===== src/hw/rtl/kwv_pkg.sv =====
// Package for the Kaiser window value unit.
// Fixed-point constants and the divider request type; no dependencies.
`default_nettype none
package kwv_pkg;

  localparam int unsigned HW = 28;   // series half-argument width, Q.24
  localparam int unsigned YW = 50;   // series sum width, Q26.24
  localparam int unsigned MA = 28;   // multiplier operand a width
  localparam int unsigned MB = 33;   // multiplier operand b width
  localparam int unsigned MP = MA + MB;

  localparam logic [15:0] BETA_MAX   = 16'd40960;
  localparam logic [15:0] BETA_RESET = 16'd12288;
  localparam logic [YW-1:0] ONE_Q24  = YW'(64'd1 << 24);
  localparam logic [YW-1:0] MAX50    = {YW{1'b1}};
  localparam logic [16:0] UNITY_Q16  = 17'd65536;
  localparam logic [4:0]  TERM_DIV_STEPS  = 5'd28;
  localparam logic [4:0]  FINAL_DIV_STEPS = 5'd16;

  typedef struct packed {
    logic            start;
    logic [YW-1:0]   rem_init;
    logic [HW-1:0]   dividend;
    logic [4:0]      steps;
    logic [YW-1:0]   divisor;
  } div_req_t;

endpackage
`default_nettype wire


===== src/hw/rtl/kwv_mul.sv =====
// Shared 28x33 unsigned multiplier with registered product.
// Uses kwv_pkg widths.
`default_nettype none
module kwv_mul
  import kwv_pkg::*;
(
  input  wire logic          clk,
  input  wire logic [MA-1:0] a,
  input  wire logic [MB-1:0] b,
  output logic [MP-1:0]      p
);

  always_ff @(posedge clk) begin
    p <= MP'(a) * MP'(b);
  end

endmodule
`default_nettype wire


===== src/hw/rtl/kwv_div.sv =====
// Bit-serial restoring divider, one quotient bit per cycle.
// Uses kwv_pkg (div_req_t, widths).
`default_nettype none
module kwv_div
  import kwv_pkg::*;
(
  input  wire logic     clk,
  input  wire logic     rst,
  input  wire div_req_t req,
  output logic          done,
  output logic [HW-1:0] quo
);

  logic [YW-1:0] rem;
  logic [HW-1:0] dvd;
  logic [4:0]    cnt;
  logic          busy;
  logic [YW:0]   trial;
  logic          fits;

  assign trial = {rem, dvd[HW-1]};
  assign fits  = trial >= {1'b0, req.divisor};

  always_ff @(posedge clk) begin
    if (rst) begin
      busy <= 1'b0;
      done <= 1'b0;
      cnt  <= '0;
    end else if (req.start) begin
      busy <= 1'b1;
      done <= 1'b0;
      cnt  <= req.steps;
    end else begin
      done <= busy && (cnt == 5'd1);
      if (busy) begin
        cnt <= cnt - 5'd1;
        if (cnt == 5'd1) begin
          busy <= 1'b0;
        end
      end
    end
  end

  always_ff @(posedge clk) begin
    if (req.start) begin
      rem <= req.rem_init;
      dvd <= req.dividend;
      quo <= '0;
    end else if (busy) begin
      rem <= fits ? YW'(trial - {1'b0, req.divisor}) : trial[YW-1:0];
      dvd <= {dvd[HW-2:0], 1'b0};
      quo <= {quo[HW-2:0], fits};
    end
  end

endmodule
`default_nettype wire


===== src/hw/rtl/kaiser_window_value_unit.sv =====
// Kaiser window value unit: I0(beta*sqrt(1-(2x-1)^2)) / I0(beta), fixed point.
// One item at a time. Each series term runs the 28-step serial divide for h/i and then
// uses the shared multiplier; each item also runs the 17-step square root and, unless the
// series sum reaches I0(beta), the 16-step final divide.
// Reset and every beta write run the series for I0(beta), during which in_ready is low.
// Synchronous active-high reset; beta resets to 6.0.
`default_nettype none
module kaiser_window_value_unit
  import kwv_pkg::*;
#(
  parameter int unsigned SERIES_TERMS = 48
) (
  input  wire logic        clk,
  input  wire logic        rst,
  input  wire logic        in_valid,
  output logic             in_ready,
  input  wire logic [16:0] position,
  output logic             out_valid,
  input  wire logic        out_ready,
  output logic [16:0]      window_value,
  input  wire logic        cfg_wr_en,
  input  wire logic [15:0] cfg_wr_data
);

  localparam int unsigned IW = $clog2(SERIES_TERMS + 1);

  typedef enum logic [17:0] {
    S_IDLE   = 18'b000000000000000001,
    S_SQ     = 18'b000000000000000010,
    S_SQRT   = 18'b000000000000000100,
    S_ZMUL   = 18'b000000000000001000,
    S_ZSET   = 18'b000000000000010000,
    S_BSTART = 18'b000000000000100000,
    S_TSTART = 18'b000000000001000000,
    S_TWAIT  = 18'b000000000010000000,
    S_QQ     = 18'b000000000100000000,
    S_Q2     = 18'b000000001000000000,
    S_ULO    = 18'b000000010000000000,
    S_UHI    = 18'b000000100000000000,
    S_UACC   = 18'b000001000000000000,
    S_ACC    = 18'b000010000000000000,
    S_FCHK   = 18'b000100000000000000,
    S_FSTART = 18'b001000000000000000,
    S_FWAIT  = 18'b010000000000000000,
    S_DONE   = 18'b100000000000000000
  } state_t;

  state_t        state;
  logic [15:0]   beta;
  logic [15:0]   beta_used;
  logic [YW-1:0] bessel;
  logic          is_den;
  logic          cfg_pend;
  logic [32:0]   rr;
  logic [32:0]   res;
  logic [32:0]   sbit;
  logic [HW-1:0] h;
  logic [HW-1:0] q;
  logic [32:0]   q2;
  logic [57:0]   plo;
  logic [YW-1:0] u;
  logic [YW-1:0] y;
  logic [IW-1:0] iter;
  logic [16:0]   result;

  logic [16:0]   psat;
  logic [17:0]   twice;
  logic [16:0]   tabs;
  logic [33:0]   sqrt_sum;
  logic [82:0]   ufull;
  logic [YW:0]   ysum;
  logic [MA-1:0] mul_a;
  logic [MB-1:0] mul_b;
  logic [MP-1:0] mul_p;
  div_req_t      dreq;
  logic          div_done;
  logic [HW-1:0] div_quo;

  assign beta_used = (beta > BETA_MAX) ? BETA_MAX : beta;
  assign psat      = (position > UNITY_Q16) ? UNITY_Q16 : position;
  assign twice     = {psat, 1'b0};
  assign tabs      = (twice >= 18'd65536) ? 17'(twice - 18'd65536) : 17'(18'd65536 - twice);
  assign sqrt_sum  = {1'b0, res} + {1'b0, sbit};
  assign ufull     = {mul_p[57:0], 25'b0} + {25'b0, plo};
  assign ysum      = {1'b0, y} + {1'b0, u};
  assign in_ready  = (state == S_IDLE) && !cfg_wr_en && !cfg_pend;

  always_comb begin
    mul_a = '0;
    mul_b = '0;
    unique case (state)
      S_IDLE: begin
        mul_a = MA'(tabs);
        mul_b = MB'(tabs);
      end
      S_ZMUL: begin
        mul_a = MA'(beta_used);
        mul_b = MB'(res[16:0]);
      end
      S_QQ: begin
        mul_a = q;
        mul_b = MB'(q);
      end
      S_ULO: begin
        mul_a = MA'(u[24:0]);
        mul_b = q2;
      end
      S_UHI: begin
        mul_a = MA'(u[49:25]);
        mul_b = q2;
      end
      default: begin
        mul_a = '0;
        mul_b = '0;
      end
    endcase
  end

  always_comb begin
    dreq.start    = 1'b0;
    dreq.rem_init = '0;
    dreq.dividend = h;
    dreq.steps    = TERM_DIV_STEPS;
    dreq.divisor  = YW'(iter);
    if (state == S_TSTART) begin
      dreq.start = 1'b1;
    end else if (state == S_FSTART || state == S_FWAIT) begin
      dreq.start    = (state == S_FSTART);
      dreq.rem_init = y;
      dreq.dividend = '0;
      dreq.steps    = FINAL_DIV_STEPS;
      dreq.divisor  = bessel;
    end
  end

  kwv_mul u_mul (
    .clk (clk),
    .a   (mul_a),
    .b   (mul_b),
    .p   (mul_p)
  );

  kwv_div u_div (
    .clk  (clk),
    .rst  (rst),
    .req  (dreq),
    .done (div_done),
    .quo  (div_quo)
  );

  always_ff @(posedge clk) begin
    if (rst) begin
      state     <= S_BSTART;
      beta      <= BETA_RESET;
      out_valid <= 1'b0;
      is_den    <= 1'b1;
      cfg_pend  <= 1'b0;
      iter      <= '0;
    end else begin
      if (cfg_wr_en) begin
        beta <= cfg_wr_data;
      end
      // a write while busy reruns the I0(beta) series once back in idle
      cfg_pend <= cfg_wr_en ? (state != S_IDLE) : (cfg_pend && state != S_BSTART);
      if (out_valid && out_ready) begin
        out_valid <= 1'b0;
      end
      unique case (state)
        S_IDLE: begin
          if (cfg_wr_en || cfg_pend) begin
            state <= S_BSTART;
          end else if (in_valid) begin
            state <= S_SQ;
          end
        end
        S_SQ: begin
          rr    <= (mul_p[33:32] != 2'b00) ? 33'd0 : (33'd1 << 32) - {1'b0, mul_p[31:0]};
          res   <= '0;
          sbit  <= 33'd1 << 32;
          state <= S_SQRT;
        end
        S_SQRT: begin
          if ({1'b0, rr} >= sqrt_sum) begin
            rr  <= 33'({1'b0, rr} - sqrt_sum);
            res <= (res >> 1) + sbit;
          end else begin
            res <= res >> 1;
          end
          sbit <= sbit >> 2;
          if (sbit[0]) begin
            state <= S_ZMUL;
          end
        end
        S_ZMUL: begin
          state <= S_ZSET;
        end
        S_ZSET: begin
          h      <= mul_p[31:4];
          is_den <= 1'b0;
          u      <= ONE_Q24;
          y      <= ONE_Q24;
          iter   <= IW'(1);
          state  <= S_TSTART;
        end
        S_BSTART: begin
          h      <= {beta_used, 12'b0};
          is_den <= 1'b1;
          u      <= ONE_Q24;
          y      <= ONE_Q24;
          iter   <= IW'(1);
          state  <= S_TSTART;
        end
        S_TSTART: begin
          state <= S_TWAIT;
        end
        S_TWAIT: begin
          if (div_done) begin
            q     <= div_quo;
            state <= S_QQ;
          end
        end
        S_QQ: begin
          state <= S_Q2;
        end
        S_Q2: begin
          q2    <= mul_p[56:24];
          state <= S_ULO;
        end
        S_ULO: begin
          state <= S_UHI;
        end
        S_UHI: begin
          plo   <= mul_p[57:0];
          state <= S_UACC;
        end
        S_UACC: begin
          u     <= (|ufull[82:74]) ? MAX50 : ufull[73:24];
          state <= S_ACC;
        end
        S_ACC: begin
          y <= ysum[YW] ? MAX50 : ysum[YW-1:0];
          if (iter == IW'(SERIES_TERMS)) begin
            if (is_den) begin
              bessel <= ysum[YW] ? MAX50 : ysum[YW-1:0];
              state  <= S_IDLE;
            end else begin
              state <= S_FCHK;
            end
          end else begin
            iter  <= iter + IW'(1);
            state <= S_TSTART;
          end
        end
        S_FCHK: begin
          if (bessel == '0 || y >= bessel) begin
            result <= UNITY_Q16;
            state  <= S_DONE;
          end else begin
            state <= S_FSTART;
          end
        end
        S_FSTART: begin
          state <= S_FWAIT;
        end
        S_FWAIT: begin
          if (div_done) begin
            result <= {1'b0, div_quo[15:0]};
            state  <= S_DONE;
          end
        end
        S_DONE: begin
          if (!out_valid || out_ready) begin
            window_value <= result;
            out_valid    <= 1'b1;
            state        <= S_IDLE;
          end
        end
        default: begin
          state <= S_IDLE;
        end
      endcase
    end
  end

  a_div_done_waited: assert property (@(posedge clk) disable iff (rst)
    div_done |-> (state == S_TWAIT || state == S_FWAIT))
    else $error("divider finished outside a wait state");

  a_iter_range: assert property (@(posedge clk) disable iff (rst)
    (state == S_TWAIT) |-> (iter >= IW'(1) && iter <= IW'(SERIES_TERMS)))
    else $error("series term index out of range");

  a_out_range: assert property (@(posedge clk) disable iff (rst)
    out_valid |-> (window_value <= UNITY_Q16))
    else $error("window value above unity");

  a_cfg_busy: assert property (@(posedge clk) disable iff (rst)
    (state == S_IDLE && cfg_wr_en) |=> !in_ready)
    else $error("beta write did not start the I0(beta) series");

endmodule
`default_nettype wire


===== config.mk =====
export PLATFORM = sky130hd
export DESIGN_NAME = kaiser_window_value_unit
export DESIGN_NICKNAME = d
export VERILOG_FILES = /design/src/hw/rtl/kwv_pkg.sv /design/src/hw/rtl/kwv_mul.sv /design/src/hw/rtl/kwv_div.sv /design/src/hw/rtl/kaiser_window_value_unit.sv
export SDC_FILE = /design/constraint.sdc
export NUM_CORES = 2
export LEC_CHECK = 0
export BUFFER_PORTS_ARGS = -buffer_cell sky130_fd_sc_hd__buf_4
export CAP_MARGIN = 25
export CORE_ASPECT_RATIO = 0.8
export CORE_MARGIN = 2
export CORE_UTILIZATION = 40
export CTS_CLUSTER_DIAMETER = 60
export DETAILED_ROUTE_END_ITERATION = 10
export PLACE_DENSITY = 0.56
export REMOVE_ABC_BUFFERS = 1
export SYNTH_ARGS = -nofsm -noshare
export SYNTH_HDL_FRONTEND = slang
export SYNTH_SLANG_ARGS = --single-unit

===== constraint.sdc =====
create_clock -name clk -period 11.35 [get_ports clk]
set_input_delay 0 -clock clk [delete_from_list [all_inputs] [get_ports clk]]
set_output_delay 0 -clock clk [all_outputs]
set_load 0.01 [all_outputs]

### Word-level counts from Yosys, hierarchy flattened

Cells that the tools add are included.

* bits in registers: 644
* bits in latches: 0
* RAM bits: 0
* ROM bits: 0
* output and inout port bits: 19
* logic and storage cells: 160
* memories: 0

* add/sub/neg operators: 11
* multipliers: 1
* divide/modulo/power cells: 0
* $lt $le $gt $ge: 6
* equality and inequality tests: 30
* shift operators: 0
* mux-type cells: 49
* bitwise operators: 1
* reductions and logical operators: 37

Operator list (count)
* $pmux 18 s17: 1
* $mux 50: 5
* $pmux 50 s2: 2
* $pmux 33 s2: 3
* $mux 18: 8
* $pmux 28 s5: 1
* $mux 134: 1
* $mux 133: 1
* $pmux 33 s4: 1
* $mux 33: 3
* $add 83x58->83: 1
* $mux 17: 4
* $mul 28x33->58: 1
* $mux 28: 2
* $pmux 28 s2: 1
* $add 50x50->51: 1
* $ge 51x50->1: 1
* $ge 50x50->1: 1
* $logic_not 50->1: 1
* $sub 50x50->50: 1
* $add 33x33->34: 1
* $ge 33x34->1: 1
* $pmux 17 s2: 1
* $add 32x33->33: 1
* other kinds (52): 91

### Longest topological paths before layout

* depth in word-level cells: 8
* mapped depth: 41
* mapped depth without buffers: 39

### By module

From an unflattened synthesis, not the netlist that was laid out.

* cell total of the unflattened synthesis: 7323
* area total of the unflattened synthesis: 67989.0 um2

By module, submodules not included
* kwv_mul: instances 1, cells an instance 3487, area each 31261.2 um2, seq. area each 1221.2 um2
* kaiser_window_value_unit: instances 1, cells an instance 2944, area each 28622.5 um2, seq. area each 12572.1 um2
* kwv_div: instances 1, cells an instance 892, area each 8105.3 um2, seq. area each 3042.9 um2

### Worst setup path after synthesis

OpenSTA, ideal clock, no wires.

* path type: input to register
* start: input position[2]
* end: register u_mul.p[50]
* arrival time: 9.382 ns
* path slack: 1.896 ns
* stages: 40
* path buffers: 2
* path through: or4_1 > nor4_1 > nor3b_2 > nand3_1 > nand2_1 > nand2_1 > ha_1 > o211ai_1 > nor2_1 > nor2_1 > xnor2_1 > o21ai_0 > a221oi_1 > clkbuf_1 > nor2_1 > fa_1 > inv_1 > fa_1 > (+4 left out) > fa_1 > inv_1 > fa_1 > inv_1 > fa_1 > inv_1 > ha_1 > nand4_1 > or2_2 > and4b_1 > or4_1 > buf_2 > o31a_1 > a311oi_4 > o22ai_2 > a21o_1 > a31oi_1 > xnor2_1

* longest elaborated chain between the ends: 6
* elaborated cells between the ends (all ways): 9

RTL lines
* start, declared: line kaiser_window_value_unit.sv:17 `input wire logic [16:0] position,`
* $gt 17x17->1: line kaiser_window_value_unit.sv:80 `assign psat = (position > UNITY_Q16) ? UNITY_Q16 : position;`
* $mux 17 *: line kaiser_window_value_unit.sv:80
* $sub 17x17->17 / $ge 18x17->1 (equally long branches): line kaiser_window_value_unit.sv:82 `assign tabs = (twice >= 18'd65536) ? 17'(twice - 18'd65536) : 17'(18'd65536 - twice);`
* $mux 17 *: line kaiser_window_value_unit.sv:82
* $pmux 28 s5 / $pmux 33 s4 (equally long branches): line kaiser_window_value_unit.sv:91 `unique case (state)`
* $mul 28x33->58 *: line kwv_mul.sv:14 `p <= MP'(a) * MP'(b);`
* end signal, assigned: line kwv_mul.sv:14
* end, declared: line kwv_mul.sv:10 `output logic [MP-1:0] p`

Every way passes the cells marked *; elsewhere a longest branch is shown, timed or not.
A chain may end at the register's enable or synchronous reset.

### Worst setup path in the final report

* start: register state[13]
* end: register u_mul.p[50]

* longest elaborated chain between the ends: 4
* elaborated cells between the ends (all ways): 9

RTL lines
* start, declared: line kaiser_window_value_unit.sv:48 `state_t state;`
* start signal, assigned: line kaiser_window_value_unit.sv:153 `state <= S_BSTART;`
* start signal, assigned: line kaiser_window_value_unit.sv:171 `state <= S_BSTART;`
* start signal, assigned: line kaiser_window_value_unit.sv:173 `state <= S_SQ;`
* $eq 18x12->1 / $eq 18x11->1 (equally long branches): line kaiser_window_value_unit.sv:91
* $reduce_or 2->1 (no source line)
* $pmux 33 s4: line kaiser_window_value_unit.sv:91
* $mul 28x33->58 *: line kwv_mul.sv:14

Marks and branches as above.

==> out/metrics.yaml <==
finish:
  syn2layout_area_growth_pct: 9.760
  layout-drive-gt1-share_pct: 6.525
  nFillCells: 15970
  final_cell_area_um2: 72390
  nNetsFinal: 8417
status:
  status: "finished, final reports clean"
clock_tree:
  cts_root_buf: "clkbuf_16"
  post_cts_buffers: 0
  path_clk_slew_ns: 0.06
  cts_sinks: 604
  cts_max_path_buffers: 3
  htreeDepth: 3
  cts-buffers-inserted: 79
  insertion_delay_ns: 0.70
  cts_resized: 0
  tritoncts: "done"
critical_path:
  crit_path_max_incr_delay_ns: 0.58
  timing.rr.start: "state[13]"
  worst_setup_path_start_kind: "flip-flop"
  path_common_cell: "fa_1"
  r2r-end: "u_mul.p[50]"
  worstSetupEndpointType: "flip-flop"
  path_max_fanout: 14
  worst-setup-path-type: "flip-flop to flip-flop"
  reg2reg_slack_ns: 0.75
  worstRegToRegCells: 32
  critPathSlowestCell: "fa_1"
  crit_arrival_ns: 11.23
  required_ns: 11.98
synth:
  synth-seq-area-share_pct: 25.43
  synth_commonest_cells: "1062 x inv_1, 897 x nand2_1, 806 x fa_1"
  synth_top_area_share_pct: 24.46
  yosysMostFrequentCell: "inv_1"
  yosys.area.top_type: "fa_1"
  async_flop_share_pct: 0
  synth_cell_type_count: 104
  syn_area_um2: 65960
  synth.area.top_cells: "fa_1 24%, edfxtp_1 21%, ha_1 8.6%, inv_1 6.0%, nand2_1 5.1%"
  synth_xor_area_share_pct: 4.236
  synth_top_family_by_area: "adder cells"
  yosys.area_share.simple_pct: 14.97
  synth_ff_type: "edfxtp_1"
  ys_seq_elements: 604
  syn_inst: 7086
  yosysWarningCount: 0
  synthAdderAreaFrac_pct: 33.04
  synthMuxAreaShare_pct: 1.077
  synthesis.area_per_instance_um2: 9.308
  synth_compound_area_share_pct: 12.80
  synth_edf_count: 468
routing:
  routed_wirelength_um: 226900
  vias: 52420
  wl_per_cell_um: 24.27
  via_per_inst: 5.606
  route.detailed.drc: 0
  ant_nets: 0
  dr.pass1.iters: 9
  drt_iter0_drc: 5312
sta:
  min_period_over_period_pct: 93.43
  drv_slew: 0
  slew_headroom_pct: 27.75
  tightest_slew_ns: 1.084
  setup_tns_ns: 0
  setup_viol: 0
  skew_ns: 0.04914
  max_freq_ghz: 0.09431
  period_needed_ns: 10.60
  rsz0062_at_grt: "no"
  hold_violations: 0
floorplan:
  ios: 57
  die_area_um2: 168200
  initial_core_util_pct: 40.20
  rows: 133
  die_h_um: 367.2
  core-area_um2: 164100
  fp.dieW_um: 458
grt:
  antenna_found_initial: 8
  grt_pass1_vias: 52100
  grt_max_degree: 66
  grt_pass1_wl_um: 339100
  overflow: 0
  grt_use_total_pct: 26.93
placed_design:
  place_area_um2: 69160
  dp_hpwl_um: 178700
  place_congestion: 0.9808
  port_buffers: 56
worst_hold_path:
  hp-class: "primary input to flip-flop"
  hold_depth: 7
  min_from: "position[0]"
  holdPathEnd: "u_mul.p[1]"
pwr:
  peakVddDrop_mv: 0.1079
  power_density_nw_per_um2: 84.62
  leakagePower_nw: 31.97
run:
  cap_violations: 0
-- per-layer routing --
metal	routed length [um]	vias up	part of all wire (%)	track usage [%]
met1	101400	26330	45	38.97
met5	18	-	0.0079	0
met2	93090	2166	41	38.49
met3	23480	355	10	7.069
li1	-	23560	-	-
met4	8931	2	3.9	9.679
-- power by group --
group,internal (mW),switching (mW),total (mW)
Clock,1.50,1.09,2.60
Sequential,2.49,0.0893,2.58
Combinational,0.351,0.603,0.955
Total,4.34,1.79,6.13
-- cells by family (layout without fill, tap and decap cells) --
family                     Yosys count  after routing
AOI/OAI and AO/OA                 1218           1218
xor gates and xnor gates           319            319
adders and majority gates         1258           1258
buffers and inverters             1410           1505
DFF                                604            604
muxes                               71             71
other                                2             10
and+or+nand+nor                   2204           2204
-- sequential cells by signal (all words and copies together), names as in the netlist, 18 cells and up --
signal and flops:
u 50, u_mul.p 58, rr 33, res 33, u_div.quo 28, u_div.dvd 28
state 18, q2 33, y 50, bessel 50, q 28, plo 34
u_div.rem 50, h 28
-- repair_timing --
item / in CTS / in global routing
hold buffers: 52 / 0
endpoints found under the hold margin: 42 / 0
endpoints found under the setup margin: 0 / 0
-- how the worst max path moves through the flow --
stage | start | end | slack (ns) | depth (start not counted)
after floorplan | state[7] | u_mul.p[50] | 0.74 | 29
after global placement | position[2] | u_mul.p[50] | 0.77 | 40
after detailed placement | position[2] | u_mul.p[55] | 0.56 | 39
after CTS | state[7] | u_mul.p[50] | 0.84 | 32
after global routing | state[7] | u_mul.p[50] | 0.29 | 32
final | state[13] | u_mul.p[50] | 0.75 | 32
-- through the flow --
step	worst slack [ns]	cells	utilization, %	power, mW	hold slack, ns
2_1_floorplan	0.7390	6749	-	3.198	0.05440
3_3_place_gp	0.7672	9144	42.13	3.526	0.2164
5_1_grt	0.2926	9349	44.12	6.345	0.3211
6_report	0.7462	9349	44.12	6.126	0.2978
4_1_cts	0.8386	9346	44.11	6.146	0.2437
3_5_place_dp	0.5614	9146	42.15	3.534	0.2150
-- layout make-up --
cell class	instances	area (um2)	share of cell area, %
diodes	1	2.502	0.003457
clock buffers	103	2148	2.968
clock inverters	45	539.3	0.7449
inverters	1066	4001	5.527
multi-input cells	5079	43890	60.62
flip-flops and latches	604	16780	23.17
well taps	2160	2703	3.733
repair buffers	291	2336	3.227
-- placed cells by master (no fill, tap or decap), types with 63 or more instances in the layout --
master / n
a21o_1: 165
a21oi_1: 271
a31oi_1: 63
and2_1: 120
buf_4: 235
clkbuf_16: 80
dfxtp_1: 135
edfxtp_1: 468
fa_1: 806
ha_1: 452
inv_1: 1061
mux2i_1: 70
nand2_1: 896
nand4_1: 70
nor2_1: 667
nor3_1: 74
o21ai_0: 183
xnor2_1: 171
xor2_1: 148
-- critical path, delay by kind of cell, from the launching register on --
family / cells / cell delay, ns
AO/OA/AOI/OAI: 6 / 1.69
XOR/XNOR: 1 / 0.15
adder cells (fa/ha/maj): 8 / 3.91
buffers and inverters: 6 / 0.61
flip-flops: 1 / 0.37
AND/OR/NAND/NOR: 11 / 3.80
No activity file was read; power rests on OpenSTA's default activity.
